--- src/rtl/core/rrt_pkg.sv ---
// rrt_pkg: shared types and codes for the receive reorder tracker
// no dependencies
`timescale 1ns / 1ps
`default_nettype none

package rrt_pkg;

	typedef enum logic [0:0] {
		CMP_GT      = 1'b0,
		CMP_STEP_EQ = 1'b1
	} cmp_op_t;

	typedef struct packed {
		logic       rotate;
		logic       pop;
		logic [7:0] tail;
	} list_ctrl_t;

endpackage

`default_nettype wire

--- src/rtl/core/rrt_cmp_unit.sv ---
// rrt_cmp_unit: shared compare unit, greater-than or step-sum equality
// depends on rrt_pkg
`timescale 1ns / 1ps
`default_nettype none

module rrt_cmp_unit (
	input  wire logic            [7:0] a,
	input  wire logic            [7:0] b,
	input  wire logic            [7:0] step,
	input  wire rrt_pkg::cmp_op_t      op,
	output logic                       hit
);

	logic [8:0] sum;

	assign sum = {1'b0, a} + {1'b0, step};

	always_comb begin
		unique case (op)
			rrt_pkg::CMP_GT:      hit = (a > b);
			rrt_pkg::CMP_STEP_EQ: hit = (sum == {1'b0, b});
			default:              hit = 1'b0;
		endcase
	end

endmodule

`default_nettype wire

--- src/rtl/core/rrt_list.sv ---
// rrt_list: sorted list storage as a rotating shift line with pop-down
// depends on rrt_pkg
`timescale 1ns / 1ps
`default_nettype none

module rrt_list #(
	parameter int DEPTH = 8
) (
	input  wire logic                 clk,
	input  wire rrt_pkg::list_ctrl_t  ctrl,
	output logic                [7:0] head,
	output logic                [7:0] second
);

	logic [7:0] held_q [DEPTH];

	always_ff @(posedge clk) begin
		if (ctrl.rotate) begin
			for (int i = 0; i < DEPTH - 1; i++) begin
				held_q[i] <= held_q[i + 1];
			end
			held_q[DEPTH - 1] <= ctrl.tail;
		end else if (ctrl.pop) begin
			for (int i = 0; i < DEPTH - 1; i++) begin
				held_q[i] <= held_q[i + 1];
			end
		end
	end

	assign head   = held_q[0];
	assign second = held_q[1];

endmodule

`default_nettype wire

--- src/rtl/core/receive_reorder_tracker_unit.sv ---
// receive_reorder_tracker_unit: top level, sequencer around the list and compare unit
// depends on rrt_pkg, rrt_cmp_unit, rrt_list
// from start to done: one full rotation of the list through the shared comparator, then head removals
// a full list drops the item and reports overflow in the cycle after start
// a new item is taken only while idle, so not before the previous one is done
// dropped items on a full list can follow every cycle
// reset clears the count, the step register (to 1) and the sequencer; the receiver cannot stall
`timescale 1ns / 1ps
`default_nettype none

module receive_reorder_tracker_unit #(
	parameter int LIST_DEPTH = 8
) (
	input  wire logic       clk,
	input  wire logic       arst_n,
	input  wire logic       start,
	output logic            busy,
	input  wire logic [7:0] seq_num,
	input  wire logic       cfg_valid,
	output logic            cfg_ready,
	input  wire logic [7:0] cfg_data,
	output logic            done,
	output logic      [7:0] ack_seq,
	output logic      [3:0] held_count,
	output logic            overflow
);

	localparam int CW = $clog2(LIST_DEPTH + 1);
	localparam int RW = $clog2(LIST_DEPTH);

	typedef enum logic [2:0] {
		ST_IDLE = 3'b001,
		ST_INS  = 3'b010,
		ST_POP  = 3'b100
	} state_t;

	state_t              state_q;
	logic     [CW-1:0]   count_q;
	logic     [RW-1:0]   rot_q;
	logic     [7:0]      carry_q;
	logic                ins_q;
	logic     [7:0]      step_q;
	logic                done_q;
	logic     [7:0]      ack_q;
	logic     [CW-1:0]   cnt_out_q;
	logic                ovf_q;

	rrt_pkg::list_ctrl_t ctrl;
	rrt_pkg::cmp_op_t    op;
	logic     [7:0]      head;
	logic     [7:0]      second;
	logic     [7:0]      cmp_b;
	logic                hit;
	logic     [CW-1:0]   rot_ext;
	logic                full;
	logic                can_pop;
	logic     [CW+3:0]   cnt_wide;

	assign rot_ext  = CW'(rot_q);
	assign full     = (count_q == CW'(LIST_DEPTH));
	assign can_pop  = (count_q >= CW'(2)) && hit;

	rrt_list #(
		.DEPTH (LIST_DEPTH)
	) u_list (
		.clk    (clk),
		.ctrl   (ctrl),
		.head   (head),
		.second (second)
	);

	rrt_cmp_unit u_cmp (
		.a    (head),
		.b    (cmp_b),
		.step (step_q),
		.op   (op),
		.hit  (hit)
	);

	always_comb begin
		op          = rrt_pkg::CMP_GT;
		cmp_b       = carry_q;
		ctrl.rotate = 1'b0;
		ctrl.pop    = 1'b0;
		ctrl.tail   = head;
		unique case (state_q)
			ST_INS: begin
				ctrl.rotate = 1'b1;
				if (rot_ext < count_q) begin
					if (ins_q || hit) begin
						ctrl.tail = carry_q;
					end
				end else if (rot_ext == count_q) begin
					ctrl.tail = carry_q;
				end
			end
			ST_POP: begin
				op       = rrt_pkg::CMP_STEP_EQ;
				cmp_b    = second;
				ctrl.pop = can_pop;
			end
			default: begin
			end
		endcase
	end

	always_ff @(posedge clk or negedge arst_n) begin
		if (!arst_n) begin
			state_q <= ST_IDLE;
			count_q <= '0;
			rot_q   <= '0;
			ins_q   <= 1'b0;
			step_q  <= 8'd1;
			done_q  <= 1'b0;
		end else begin
			done_q <= 1'b0;
			if (cfg_valid && cfg_ready) begin
				step_q <= cfg_data;
			end
			unique case (state_q)
				ST_IDLE: begin
					if (start) begin
						if (full) begin
							done_q <= 1'b1;
						end else begin
							rot_q   <= '0;
							ins_q   <= 1'b0;
							state_q <= ST_INS;
						end
					end
				end
				ST_INS: begin
					if ((rot_ext < count_q) && (ins_q || hit)) begin
						ins_q <= 1'b1;
					end
					if (rot_q == RW'(LIST_DEPTH - 1)) begin
						count_q <= count_q + CW'(1);
						state_q <= ST_POP;
					end else begin
						rot_q <= rot_q + RW'(1);
					end
				end
				ST_POP: begin
					if (can_pop) begin
						count_q <= count_q - CW'(1);
					end else begin
						done_q  <= 1'b1;
						state_q <= ST_IDLE;
					end
				end
				default: state_q <= ST_IDLE;
			endcase
		end
	end

	always_ff @(posedge clk) begin
		unique case (state_q)
			ST_IDLE: begin
				if (start) begin
					carry_q <= seq_num;
				end
				ack_q     <= head;
				cnt_out_q <= count_q;
				ovf_q     <= full;
			end
			ST_INS: begin
				if ((rot_ext < count_q) && (ins_q || hit)) begin
					carry_q <= head;
				end
			end
			ST_POP: begin
				ack_q     <= head;
				cnt_out_q <= count_q;
				ovf_q     <= 1'b0;
			end
			default: begin
			end
		endcase
	end

	assign cnt_wide   = {4'b0000, cnt_out_q};
	assign busy       = (state_q != ST_IDLE);
	assign cfg_ready  = 1'b1;
	assign done       = done_q;
	assign ack_seq    = ack_q;
	assign held_count = cnt_wide[3:0];
	assign overflow   = ovf_q;

`ifndef NO_ASSERTIONS
	a_count_bound: assert property (@(posedge clk) disable iff (!arst_n)
		count_q <= CW'(LIST_DEPTH))
		else $error("list count above depth");

	a_ins_not_full: assert property (@(posedge clk) disable iff (!arst_n)
		(state_q == ST_INS) |-> (count_q < CW'(LIST_DEPTH)))
		else $error("insert started on a full list");

	a_done_idle: assert property (@(posedge clk) disable iff (!arst_n)
		done_q |-> (state_q == ST_IDLE))
		else $error("result while an item is in progress");

	a_ovf_full: assert property (@(posedge clk) disable iff (!arst_n)
		(done_q && ovf_q) |-> full)
		else $error("overflow reported with room in list");

	a_pop_keeps_head: assert property (@(posedge clk) disable iff (!arst_n)
		ctrl.pop |-> (count_q >= CW'(2)))
		else $error("pop with fewer than two entries");
`endif

endmodule

`default_nettype wire
--- config.mk ---
export PLATFORM = sky130hd
export DESIGN_NAME = receive_reorder_tracker_unit
export DESIGN_NICKNAME = d
export VERILOG_FILES = /design/src/rtl/core/rrt_pkg.sv /design/src/rtl/core/rrt_cmp_unit.sv /design/src/rtl/core/rrt_list.sv /design/src/rtl/core/receive_reorder_tracker_unit.sv
export SDC_FILE = /design/constraint.sdc
export NUM_CORES = 1
export LEC_CHECK = 0
export BUFFER_PORTS_ARGS = -buffer_cell sky130_fd_sc_hd__buf_2
export CAP_MARGIN = 20
export CORE_UTILIZATION = 30
export DETAILED_ROUTE_END_ITERATION = 10
export GPL_ROUTABILITY_DRIVEN = 0
export GPL_TIMING_DRIVEN = 0
export SYNTH_ARGS = -nofsm -noshare
export SYNTH_HDL_FRONTEND = slang
export SYNTH_SLANG_ARGS = --single-unit
--- constraint.sdc ---
create_clock -name clk -period 5.5 [get_ports clk]
set_input_delay 0.55 -clock clk [delete_from_list [all_inputs] [get_ports clk]]
set_output_delay 0.55 -clock clk [all_outputs]
set_load 0.03 [all_outputs]
=== Word level (Yosys, flattened, before mapping) ===
Memories as Yosys holds them, arrays and structs flattened.
Index checks and enable logic that the tools add are counted.

* Register bits: 41
* Memory bits (writable): 64
* Output and inout bits: 16
* Word-level logic and storage cells: 98
* Memories: 1

{| class="wikitable"
|+ Memory list
! name !! depth !! width !! rd ports !! clocked after memory_dff !! write ports !! RTL line !! text
|-
| u_list.held_q || 8 || 8 || 8 || 0 || 8 || rrt_list.sv:15 || <nowiki>logic [7:0] held_q [DEPTH];</nowiki>
|}

* Add/subtract/negate cells: 4
* Order comparisons: 3
* Equality and inequality tests: 15
* Muxes and demuxes: 45
* Bitwise logic cells: 8
* Reduce and logical (&&, ||, !) cells: 12

{| class="wikitable"
|+ Operators by type and width
! kind !! number
|-
| $mux 8 || 14
|-
| $mux 3 || 7
|-
| $pmux 8 s2 || 1
|-
| $mux 1 || 14
|-
| $ne 2x2->1 const B || 7
|-
| $reduce_and 4->1 || 3
|-
| $add 8x8->9 || 1
|-
| $eq 9x8->1 || 1
|-
| $pmux 3 s3 || 1
|-
| $gt 8x8->1 || 1
|-
| $mux 4 || 2
|-
| $pmux 1 s2 || 4
|-
| $pmux 4 s2 || 1
|-
| $or 1x1->1 || 7
|-
| $eq 3x3->1 const B || 2
|-
| $pmux 3 s2 || 1
|-
| $reduce_and 3->1 || 2
|-
| $reduce_bool 2->1 || 3
|-
| $add 4x1->4 const B || 1
|-
| $eq 3x4->1 || 1
|-
| $eq 4x4->1 const B || 1
|-
| $ge 4x2->1 const B || 1
|-
| $lt 3x4->1 || 1
|-
| $sub 4x1->4 const B || 1
|-
| other kinds (8) || 9
|}

=== Logic depth before layout (Yosys ltp) ===
Gate-level depths: netlist of the first run.

* Depth in word-level cells: 10
* Depth in mapped cells: 14

=== By module ===
From an unflattened synthesis of the first run, not the netlist that was laid out.

* Cell total of the unflattened synthesis: 297
* Area, all modules: 4,466.8 um^2

{| class="wikitable"
|+ By module, submodules not included
! module !! instances !! cells each !! area each (um^2)
|-
| receive_reorder_tracker_unit || 1 || 156 || 1,929.4
|-
| rrt_list || 1 || 65 || 1,928.1
|-
| rrt_cmp_unit || 1 || 76 || 609.3
|}

=== Worst setup path before layout of the first run ===
No wires, ideal clock.

* Kind: register to register
* Start point: reg step_q[0]
* End point: mem u_list.held_q[0][0], enable pin
* Arrival time: 3.444 ns
* Setup slack: 1.641 ns
* Stages on the path, launching flop included: 11
* Buffers on the path: 0
* Period minus slack after synthesis: 3.859 ns
* Cell sequence: dfstp_2 -> ha_1 -> inv_1 -> fa_1 -> inv_1 -> a31o_2 -> mux2i_1 -> mux2i_1 -> nor4b_1 -> nand3_1 -> nand2_1

{| class="wikitable"
|+ RTL lines
! element !! RTL line !! text
|-
| from (decl) || receive_reorder_tracker_unit.sv:42 || <nowiki>logic [7:0] step_q;</nowiki>
|-
| from (signal assigned) || receive_reorder_tracker_unit.sv:118 || <nowiki>step_q <= cfg_data;</nowiki>
|-
| to (decl) || rrt_list.sv:15 ||
|}

==> metrics.md, run 1 <==
| Metric | Value |
|---|---|
| Status | completed |
| IO buf count | 33 |
| Tcrit/Tclk final | 66.7% |
| CTS Sinks | 105 |
| Die area | 15900 um2 |
| CP peak stage delay | 0.42 ns |
| Placed cells | 533 |
| Diodes inserted | 0 |
| Register share of total power | 46.0% |
| Layout Area Growth over Synthesis | 15.7% |
| CP Cell Sequence | or3b_1 -> buf_6 -> clkinv_4 -> buf_8 -> mux2i_1 -> ha_1 -> nor2b_1 -> o21a_1 -> o21a_1 -> o211ai_1 -> a41oi_1 -> a31oi_4 -> mux2_2 |
| WP buf/inv | 3 |
| Gr ovfl total | 0 |
| Main synth FF type | edfxtp_1 |
| Site row count | 44 |
| Async set-or-reset flop fraction in the synthesized netlist | 19.0% |
| Area leader, netlist | edfxtp_1 |
| Num ports | 36 |
| Nets | 405 |
| Net Sw Frac | 32.3% |
| Via count | 2597 |
| Clk Latency, worst-skew pair | 0.35 ns |
| RR Startpoint | state_q[0]$_DFFE_PN1P_ |
| Post-synthesis cell type count | 51 |
| Unrepaired setup endpoints after global routing | no |
| Slew headroom | 56.1% |
| CTS tree | built |
| Remaining DRCs | 0 |
| Die W | 126 um |
| Crit start category | flip-flop |
| CP delay by family, top | compound AO/OA/AOI/OAI gates |
| FF-to-FF setup slack | 1.83 ns |
| Reg clk slew, reported paths | 0.07 ns |
| 1st-pass router iterations | 4 |
| Cell count after synthesis | 314 |
| Number of hold-repair buffers added at the cts stage | 0 |
| Initial cell density of the core | 31.3% |
| Final Non-Filler Cells | 549 |
| Initial antenna violation count | 0 |
| Total wire length | 8520 um |
| DRT iter0 DRCs | 202 |
| CTS max path bufs | 2 |
| Final setup fails | 0 |
| Avg Cell Area, Syn | 14.7 um2 |
| Cell mode on critical path | o21a_1 |
| Vias/cell | 4.73 |
| Crit Path Class | flip-flop to flip-flop |
| FMAX | 273 MHz |
| Hold Crit Class | input port to asynchronous set/reset pin |
| Internal Power | 1.77 mW |
| CTS resizes | 0 |
| Gr usage total | 11.8% |
| Drt wl/cell | 15.5 um |
| Maxcap violations | 0 |
| Clock power share | 24.9% |
| Top cell type's share of synthesized area | 55.3% |
| Comb power frac | 29.2% |
| Worst Skew | 0.00753 ns |
| Synthesized cell area | 4620 um2 |
| Critical path data arrival time | 3.76 ns |
| DIE HEIGHT | 126 um |
| Flops & latches, synth | 105 |
| Final Hold Fails | 0 |
| Pleak | 2.10 nW |
| Yosys warnings | 0 |
| Root Buffer | clkbuf_16 |
| Critical path's slowest cell | mux2_2 |
| CTS Buf Count | 9 |
| Fin crit period | 3.67 ns |
| Placeable Area | 14800 um2 |
| H-tree depth | 3 |
| Nature of the critical path endpoint | flip-flop |
| Area contributors post-synth | edfxtp_1, dfrtp_1, ha_1 |
| Net Switching | 0.845 mW |
| Final TNS setup | 0 ns |
| Maximum vdd drop | 0.145 mV |
| Synth Net Count | 359 |
| CP max FO | 12 |
| Vias in the first global route | 2677 |
| Reg2reg path depth | 13 |
| End of the worst register-to-register path | u_list.held_q[0][56]$_DFFE_PP_ |
| Post-CTS Setup Bufs | 0 |
| Final slew viol count | 0 |
| WP data required | 5.60 ns |
| Largest net degree at the start of global routing | 43 |
| Post-synth EDFFs | 85 |
| Post-DRT Antenna Nets | 0 |
| Share of cells above drive strength 1 | 22.2% |
| Sequential share of the synthesized area | 66.2% |
| Worst-Margin Slew | 0.651 ns |
| Post-DP HPWL | 6110 um |
| Power density over the cells | 490 nW/um2 |
| First-pass GRT wire length | 14000 um |
[sequential cells by signal (all words and copies together), names as in the netlist]
name,flops
u_list.held_q,64
ack_seq,8
carry_q,8
step_q,8
count_q,4
held_count,4
rot_q,3
state_q,3
done,1
ins_q,1
overflow,1
[layout by cell type (no fill, tap or decap), drive strengths merged, types with 6 or more instances in the layout]
cell	synthesis	routed
edfxtp	85	85
nand2	39	39
buf	3	38
ha	23	23
dfrtp	18	18
mux2	16	16
inv	12	15
clkbuf	3	13
nor2	11	11
mux2i	10	10
o21ai	9	9
nand3	8	8
xnor2	8	8
a21o	7	7
nor2b	7	7
a21oi	6	6
[worst reg2reg max path, delay by kind of cell (launching register included)]
| family | cells | cell delay (ns) |
|---|---|---|
| flops | 1 | 0.38 |
| mux | 2 | 0.71 |
| fa+ha+maj | 1 | 0.29 |
| buf+inv | 3 | 0.37 |
| compound gates | 5 | 1.15 |
| simple gates | 2 | 0.51 |
[power groups by stage]
stage	clock, mW	combinational (mW)	sequential (mW)
after floorplan	0	0.478	1.29
after global routing	0.697	0.841	1.22
after CTS	0.673	0.776	1.20
after global placement	0	0.741	1.22
final	0.650	0.763	1.20
after detailed placement	0	0.769	1.22
[Yosys cell counts (all sizes together), types with 2 or more instances]
library cell and instances:
or3b 2, a21oi 6, nand3 8, and2 2, mux2i 10, nand2 39, edfxtp 85, dfstp 2
a41oi 2, xor2 3, clkbuf 3, dfrtp 18, inv 12, o211ai 3, nand4 5, nor2 11
ha 23, buf 3, xnor2 8, a31oi 2, and3 2, fa 2, a21o 7, a22o 2
o21a 4, nor2b 7, mux2 16, clkinv 2, o21ai 9
[final cells by class]
class | instances | area [um2]
inverters | 14 | 57.6
clock inverters | 6 | 72.6
multi-input cells | 189 | 1460
well taps | 184 | 230
repair buffers | 35 | 190
plain buffers | 6 | 45.0
fillers | 1436 | 9410
flip-flops and latches | 105 | 3060
clock buffers | 10 | 229
[how the worst max path moves through the flow]
| stage | start | endpoint | slack, ns | depth (start not counted) |
|---|---|---|---|---|
| after floorplan | step_q[0]$_DFFE_PN1P_ | u_list.held_q[0][0]$_DFFE_PP_ | 1.64 | 10 |
| after global placement | step_q[0]$_DFFE_PN1P_ | u_list.held_q[0][9]$_DFFE_PP_ | 0.91 | 10 |
| after detailed placement | state_q[1]$_DFFE_PN0P_ | u_list.held_q[0][56]$_DFFE_PP_ | 1.82 | 13 |
| after CTS | state_q[0]$_DFFE_PN1P_ | u_list.held_q[0][56]$_DFFE_PP_ | 1.80 | 13 |
| after global routing | state_q[1]$_DFFE_PN0P_ | u_list.held_q[0][56]$_DFFE_PP_ | 1.62 | 13 |
| final | state_q[0]$_DFFE_PN1P_ | u_list.held_q[0][56]$_DFFE_PP_ | 1.83 | 13 |
[per-stage QoR]
| step | util, % | worst slack (ns) | power [mW] | area [um2] | hold WS, ns |
|---|---|---|---|---|---|
| final | 36.2 | 1.83 | 2.62 | 5340 | 0.154 |
| after global routing | 36.2 | 1.62 | 2.76 | 5340 | 0.178 |
| after CTS | 36.2 | 1.80 | 2.65 | 5340 | 0.161 |
| after detailed placement | 34.2 | 1.82 | 1.99 | 5040 | 0.405 |
| after global placement | 34.0 | 0.908 | 1.96 | 5010 | 0.400 |
| after floorplan | - | 1.64 | 1.76 | 4620 | 0.254 |
[kinds of logic after synthesis]
kind of cell               share of synthesized area [%]
adders and majority gates                           7.10
buffers and inverters                               2.22
other                                             0.0812
AOI/OAI and AO/OA                                   7.26
muxes                                               6.15
DFF                                                 66.2
and+or+nand+nor                                     8.43
xor gates and xnor gates                            2.57
[routing by layer]
metal | track usage [%] | wire length (um) | vias to the layer above
met3 | 4.50 | 468 | 13
li1 | - | - | 1262
met1 | 15.5 | 4140 | 1255
met2 | 17.7 | 3760 | 67
met4 | 4.32 | 152 | 0
met5 | 0 | 0 | -
(Power assumes the default switching activity.)
==> run 2: changes to the inputs <==
==> constraint.sdc (replaced) <==
create_clock -name clk -period 2.95 [get_ports clk]
set_input_delay 0.295 -clock clk [delete_from_list [all_inputs] [get_ports clk]]
set_output_delay 0.295 -clock clk [all_outputs]
set_load 0.03 [all_outputs]
==> run 2 against run 1 <==
The run now ends with setup timing left. Critical path depth increased by 1. Clock power grew 92%. Sequential power grew 88%. Combinational power rose to 2.5 times the previous value. Worst hold slack better by 0.019 ns. Largest power group unchanged.
==> metrics.md, run 2 (synthesized netlist as in run 1, its figures left out) <==
| Metric | Value |
|---|---|
| Crit Path Class | flip-flop to flip-flop |
| CTS Buf Count | 9 |
| Largest register FFs | 64 |
| Hold Crit Class | input port to flip-flop |
| Diodes inserted | 0 |
| Pleak | 2.35 nW |
| Layout Utilization | 40.3% |
| Post-DRT Antenna Nets | 0 |
| Unrepaired setup endpoints after global routing | yes |
| First-pass GRT wire length | 14600 um |
| Die W | 126 um |
| Die area | 15900 um2 |
| Placed cells | 531 |
| 1st-pass router iterations | 4 |
| Place WS | -0.695 ns |
| Final slew viol count | 0 |
| Worst Skew | 0.00838 ns |
| Critical path data arrival time | 3.50 ns |
| Vias/cell | 4.76 |
| Via count | 2730 |
| CTS tree | built |
| Hold depth | 3 |
| DIE HEIGHT | 126 um |
| Num ports | 36 |
| CTS max path bufs | 2 |
| FMAX | 294 MHz |
| Nature of the critical path endpoint | flip-flop |
| Most frequent cells in the layout | edfxtp_1, nand2_1, buf_2, ha_1, dfrtp_1 |
| Final setup margin | -0.449 ns |
| Reg clk slew, reported paths | 0.07 ns |
| CP max FO | 8 |
| Clk Latency, worst-skew pair | 0.35 ns |
| IO buf count | 33 |
| Largest Register | u_list.held_q |
| Post-route cell area | 5950 um2 |
| Worst-Margin Slew | 0.776 ns |
| Reg2reg path depth | 14 |
| H-tree depth | 3 |
| Status | complete, but fails checks |
| Initial antenna violation count | 0 |
| Largest net degree at the start of global routing | 21 |
| Post-DP HPWL | 5890 um |
| Root Buffer | clkbuf_16 |
| Tcrit/Tclk final | 115% |
| DP Area | 5050 um2 |
| Final setup fails | 23 |
| Final Non-Filler Cells | 573 |
| Maxcap violations | 0 |
| Most common cell after layout, fill and taps aside | edfxtp_1 |
| Layout Area Growth over Synthesis | 28.9% |
| DRT iter0 DRCs | 164 |
| Gr ovfl total | 0 |
| Maximum vdd drop | 0.439 mV |
| Power density over the cells | 910 nW/um2 |
| Final Hold Fails | 0 |
| Crit start category | flip-flop |
| Site row count | 44 |
| Worst hold slack | 0.173 ns |
| CTS Sinks | 105 |
| Gr usage total | 12.3% |
| Vias in the first global route | 2733 |
| Share of cells above drive strength 1 | 33.2% |
| Total wire length | 9530 um |
| Fin crit period | 3.40 ns |
| WP data required | 3.05 ns |
| Slew headroom | 47.7% |
| Layout fillers | 1337 |
| Remaining DRCs | 0 |
| Nets | 429 |
| Multi-input gate area in the final layout | 1850 um2 |
| Initial cell density of the core | 31.3% |
| Drt wl/cell | 16.6 um |
| Failing checks | setup timing |
| Seq. cell area | 3060 um2 |
| Placeable Area | 14800 um2 |
[run 2: cell count changes in the layout (fill, tap and decap cells not counted), sizes merged]
cell	change
buf	+15
clkinv	+1
dlygate4sd3	+1
nand2	+7
[run 2: worst max-delay path, stage by stage, from the launching register on]
cell	delay [ns]
dfrtp_1	0.39
or3b_1	0.37
buf_6	0.15
clkinv_8	0.04
buf_12	0.10
mux2i_4	0.26
ha_4	0.23
nor2b_4	0.12
o21a_1	0.16
o21a_1	0.16
o211ai_1	0.27
a41oi_2	0.19
a31oi_4	0.22
buf_12	0.17
mux2_4	0.32
[run 2: area by class of cell]
type / instances / share of cell area (%)
sequential: 105 / 51.3
multi-input combinational: 196 / 31.0
timing repair buffer: 52 / 6.45
tap: 184 / 3.87
clock buffer: 9 / 3.78
clock inverter: 7 / 1.60
inverter: 14 / 1.09
buffer: 6 / 0.841
[run 2: power by group]
| part | internal (mW) | total (mW) | switching [mW] |
|---|---|---|---|
| Clock | 0.683 | 1.25 | 0.568 |
| Sequential | 2.09 | 2.26 | 0.162 |
| Combinational | 0.823 | 1.91 | 1.09 |
| Total | 3.60 | 5.42 | 1.82 |
[run 2: timing repair]
item                                    4_1_cts  5_1_grt
pin swaps                                     8       13
endpoints found under the hold margin        18        0
hold buffers                                  1        0
gates cloned                                  3        5
setup buffers                                12        4
endpoints found under the setup margin       72       75
gates resized for setup                      26       27
[run 2: worst paths after layout]
kind	startpoint	end	slack (ns)
min in group asynchronous	arst_n	rot_q[2]$_DFFE_PN0P_	0.42
max	state_q[1]$_DFFE_PN0P_	u_list.held_q[0][56]$_DFFE_PP_	-0.45
min	cfg_data[1]	step_q[1]$_DFFE_PN0P_	0.17
max in group asynchronous	arst_n	step_q[0]$_DFFE_PN1P_	2.17
max reg2reg	state_q[1]$_DFFE_PN0P_	u_list.held_q[0][56]$_DFFE_PP_	-0.45
min reg2reg	u_list.held_q[0][47]$_DFFE_PP_	u_list.held_q[0][39]$_DFFE_PP_	0.42
[run 2: through the flow]
step / setup TNS, ns / total power [mW]
after CTS: -4.91 / 5.26
final: -5.26 / 5.42
after floorplan: -2.36 / 3.31
after global routing: -12.44 / 5.70
after global placement: -23.26 / 3.68
after detailed placement: -27.51 / 3.71
[run 2: layer usage]
metal	global-route usage, %	vias up	part of all wire [%]
li1	-	1322	-
met1	16.6	1336	48
met2	18.1	59	46
met3	3.74	13	4.3
met4	6.17	0	2.0
met5	0	-	0
==> run 3: changes to the inputs <==
--- a/config.mk
+++ b/config.mk
@@ -11,6 +11,7 @@
 export DETAILED_ROUTE_END_ITERATION = 10
 export GPL_ROUTABILITY_DRIVEN = 0
 export GPL_TIMING_DRIVEN = 0
+export MAX_ROUTING_LAYER = met4
 export SYNTH_ARGS = -nofsm -noshare
 export SYNTH_HDL_FRONTEND = slang
 export SYNTH_SLANG_ARGS = --single-unit
==> run 3 against run 2 <==
The flow still finishes with violations (setup timing). Sequential cell count is the same. Sequential power is essentially flat. Maximum frequency grew 0.34%. Sequential share of layout area is the same. Worst hold slack is essentially flat. Register-to-register slack is essentially flat. Global-route usage grew 0.38 points.
==> metrics.md, run 3 (synthesized netlist as in run 1, its figures left out) <==
| Metric | Value |
|---|---|
| Status | complete, but fails checks |
| Failing checks | setup timing |
| Most common cell after layout, fill and taps aside | edfxtp_1 |
| Reg clk slew, reported paths | 0.07 ns |
| Maximum vdd drop | 0.437 mV |
| Diodes inserted | 0 |
| Fin crit period | 3.39 ns |
| Global routing met1 resource utilization | 16.6% |
| Share of cells above drive strength 1 | 33.2% |
| Root Buffer | clkbuf_16 |
| Pleak | 2.35 nW |
| Die W | 126 um |
| CTS Sinks | 105 |
| Total stage count of the critical path | 14 |
| Initial antenna violation count | 0 |
| Final setup fails | 23 |
| Final setup margin | -0.438 ns |
| Layout Utilization | 40.3% |
| Die area | 15900 um2 |
| Drt wl/cell | 16.6 um |
| Slew headroom | 49.2% |
| Tcrit/Tclk final | 115% |
| IO buf count | 33 |
| Reg2reg path depth | 14 |
| Critical path's slowest cell | dfrtp_1 |
| Site row count | 44 |
| Remaining DRCs | 0 |
| Final Non-Filler Cells | 573 |
| CTS Buf Count | 9 |
| Vias in the first global route | 2728 |
| 1st-pass router iterations | 4 |
| Gr usage total | 12.7% |
| GR Util met2 | 18.0% |
| Power density over the cells | 909 nW/um2 |
| Nature of the critical path endpoint | flip-flop |
| Gr ovfl total | 0 |
| Final Hold Fails | 0 |
| Crit Path Class | flip-flop to flip-flop |
| Worst Skew | 0.00774 ns |
| Total wire length | 9520 um |
| Clk Latency, worst-skew pair | 0.35 ns |
| First-pass GRT wire length | 14600 um |
| WP data required | 3.05 ns |
| Unrepaired setup endpoints after global routing | yes |
| Most frequent cells in the layout | edfxtp_1, nand2_1, buf_2, ha_1, dfrtp_1 |
| FMAX | 295 MHz |
| Largest Register | u_list.held_q |
| Nets | 429 |
| Worst-Margin Slew | 0.755 ns |
| Critical path data arrival time | 3.49 ns |
| Hold Crit Class | input port to flip-flop |
| CP max FO | 8 |
| Hold depth | 3 |
| Global Route met3 Usage | 3.95% |
| Largest net degree at the start of global routing | 21 |
| Layout Area Growth over Synthesis | 28.9% |
| CP Cell Sequence | or3b_1 -> buf_6 -> clkinv_8 -> buf_12 -> mux2i_4 -> ha_4 -> nor2b_4 -> o21a_1 -> o21a_1 -> o211ai_1 -> a41oi_2 -> a31oi_4 -> buf_12 -> mux2_4 |
| CTS tree | built |
| Via count | 2733 |
| Final TNS setup | -5.09 ns |
| Placeable Area | 14800 um2 |
| CP delay by family, top | compound AO/OA/AOI/OAI gates |
| Initial cell density of the core | 31.3% |
| Vias/cell | 4.77 |
| Final slew viol count | 0 |
| WP buf/inv | 4 |
| CP peak stage delay | 0.39 ns |
| Crit start category | flip-flop |
| Largest register FFs | 64 |
| Place WS | -0.695 ns |
| DRT iter0 DRCs | 177 |
| Post-DP HPWL | 5890 um |
| H-tree depth | 3 |
| Maxcap violations | 0 |
| CTS max path bufs | 2 |
| Post-DRT Antenna Nets | 0 |
| Placed cells | 531 |
| DIE HEIGHT | 126 um |
| Num ports | 36 |
| Top Usage Layer GRT | met2 |
-- run 3: path summary, 6_finish.rpt --
check | endpoint | from | slack [ns]
setup / recovery | u_list.held_q[0][56]$_DFFE_PP_ | state_q[1]$_DFFE_PN0P_ | -0.44
hold / removal | step_q[1]$_DFFE_PN0P_ | cfg_data[1] | 0.17
setup reg to reg | u_list.held_q[0][56]$_DFFE_PP_ | state_q[1]$_DFFE_PN0P_ | -0.44
hold reg to reg | u_list.held_q[0][39]$_DFFE_PP_ | u_list.held_q[0][47]$_DFFE_PP_ | 0.42
max in group asynchronous | step_q[0]$_DFFE_PN1P_ | arst_n | 2.17
min in group asynchronous | rot_q[2]$_DFFE_PN0P_ | arst_n | 0.42
-- run 3: through the flow --
stage,hold slack (ns),cell area [um2],power (mW)
detailed placement,0.286,5050,3.71
global placement,0.277,5050,3.68
finish,0.173,5950,5.41
global route,0.164,5950,5.70
floorplan,-0.000591,4650,3.31
CTS,0.163,5680,5.26
-- run 3: where the power goes --
part / leakage [nW] / switching, mW / internal, mW / total, mW
logic: 1.15 / 1.09 / 0.823 / 1.91
clock network: 0.157 / 0.567 / 0.683 / 1.25
registers: 1.04 / 0.160 / 2.09 / 2.25
total: 2.35 / 1.81 / 3.60 / 5.41
-- run 3: layer usage --
metal,part of all wire (%),vias to the layer above
li1,-,1321
met1,47,1329
met2,46,67
met3,5.3,16
met4,2.0,0
met5,0,-
-- run 3: what timing repair did --
| item | in CTS | in global routing |
|---|---|---|
| hold endpoints to repair | 18 | 0 |
| gates resized for setup | 26 | 27 |
| endpoints found under the setup margin | 72 | 75 |
| hold buffers | 1 | 0 |
| cloned | 3 | 5 |
| pin swaps | 8 | 13 |
| setup buffers | 12 | 4 |
-- run 3: layout make-up --
cell class	count	area, um2
Sequential cell	105	3060
Clock buffer	9	225
Clock inverter	7	95.1
Timing Repair Buffer	52	384
Fill cell	1337	8800
Multi-Input combinational cell	196	1850
Tap cell	184	230
Inverter	14	65.1
Buffer	6	50.0
-- run 3: tightest hold or removal path, cell delays in order --
cell and delay, ns:
buf_2 0.08, nand2_1 0.04, o21ai_0 0.07
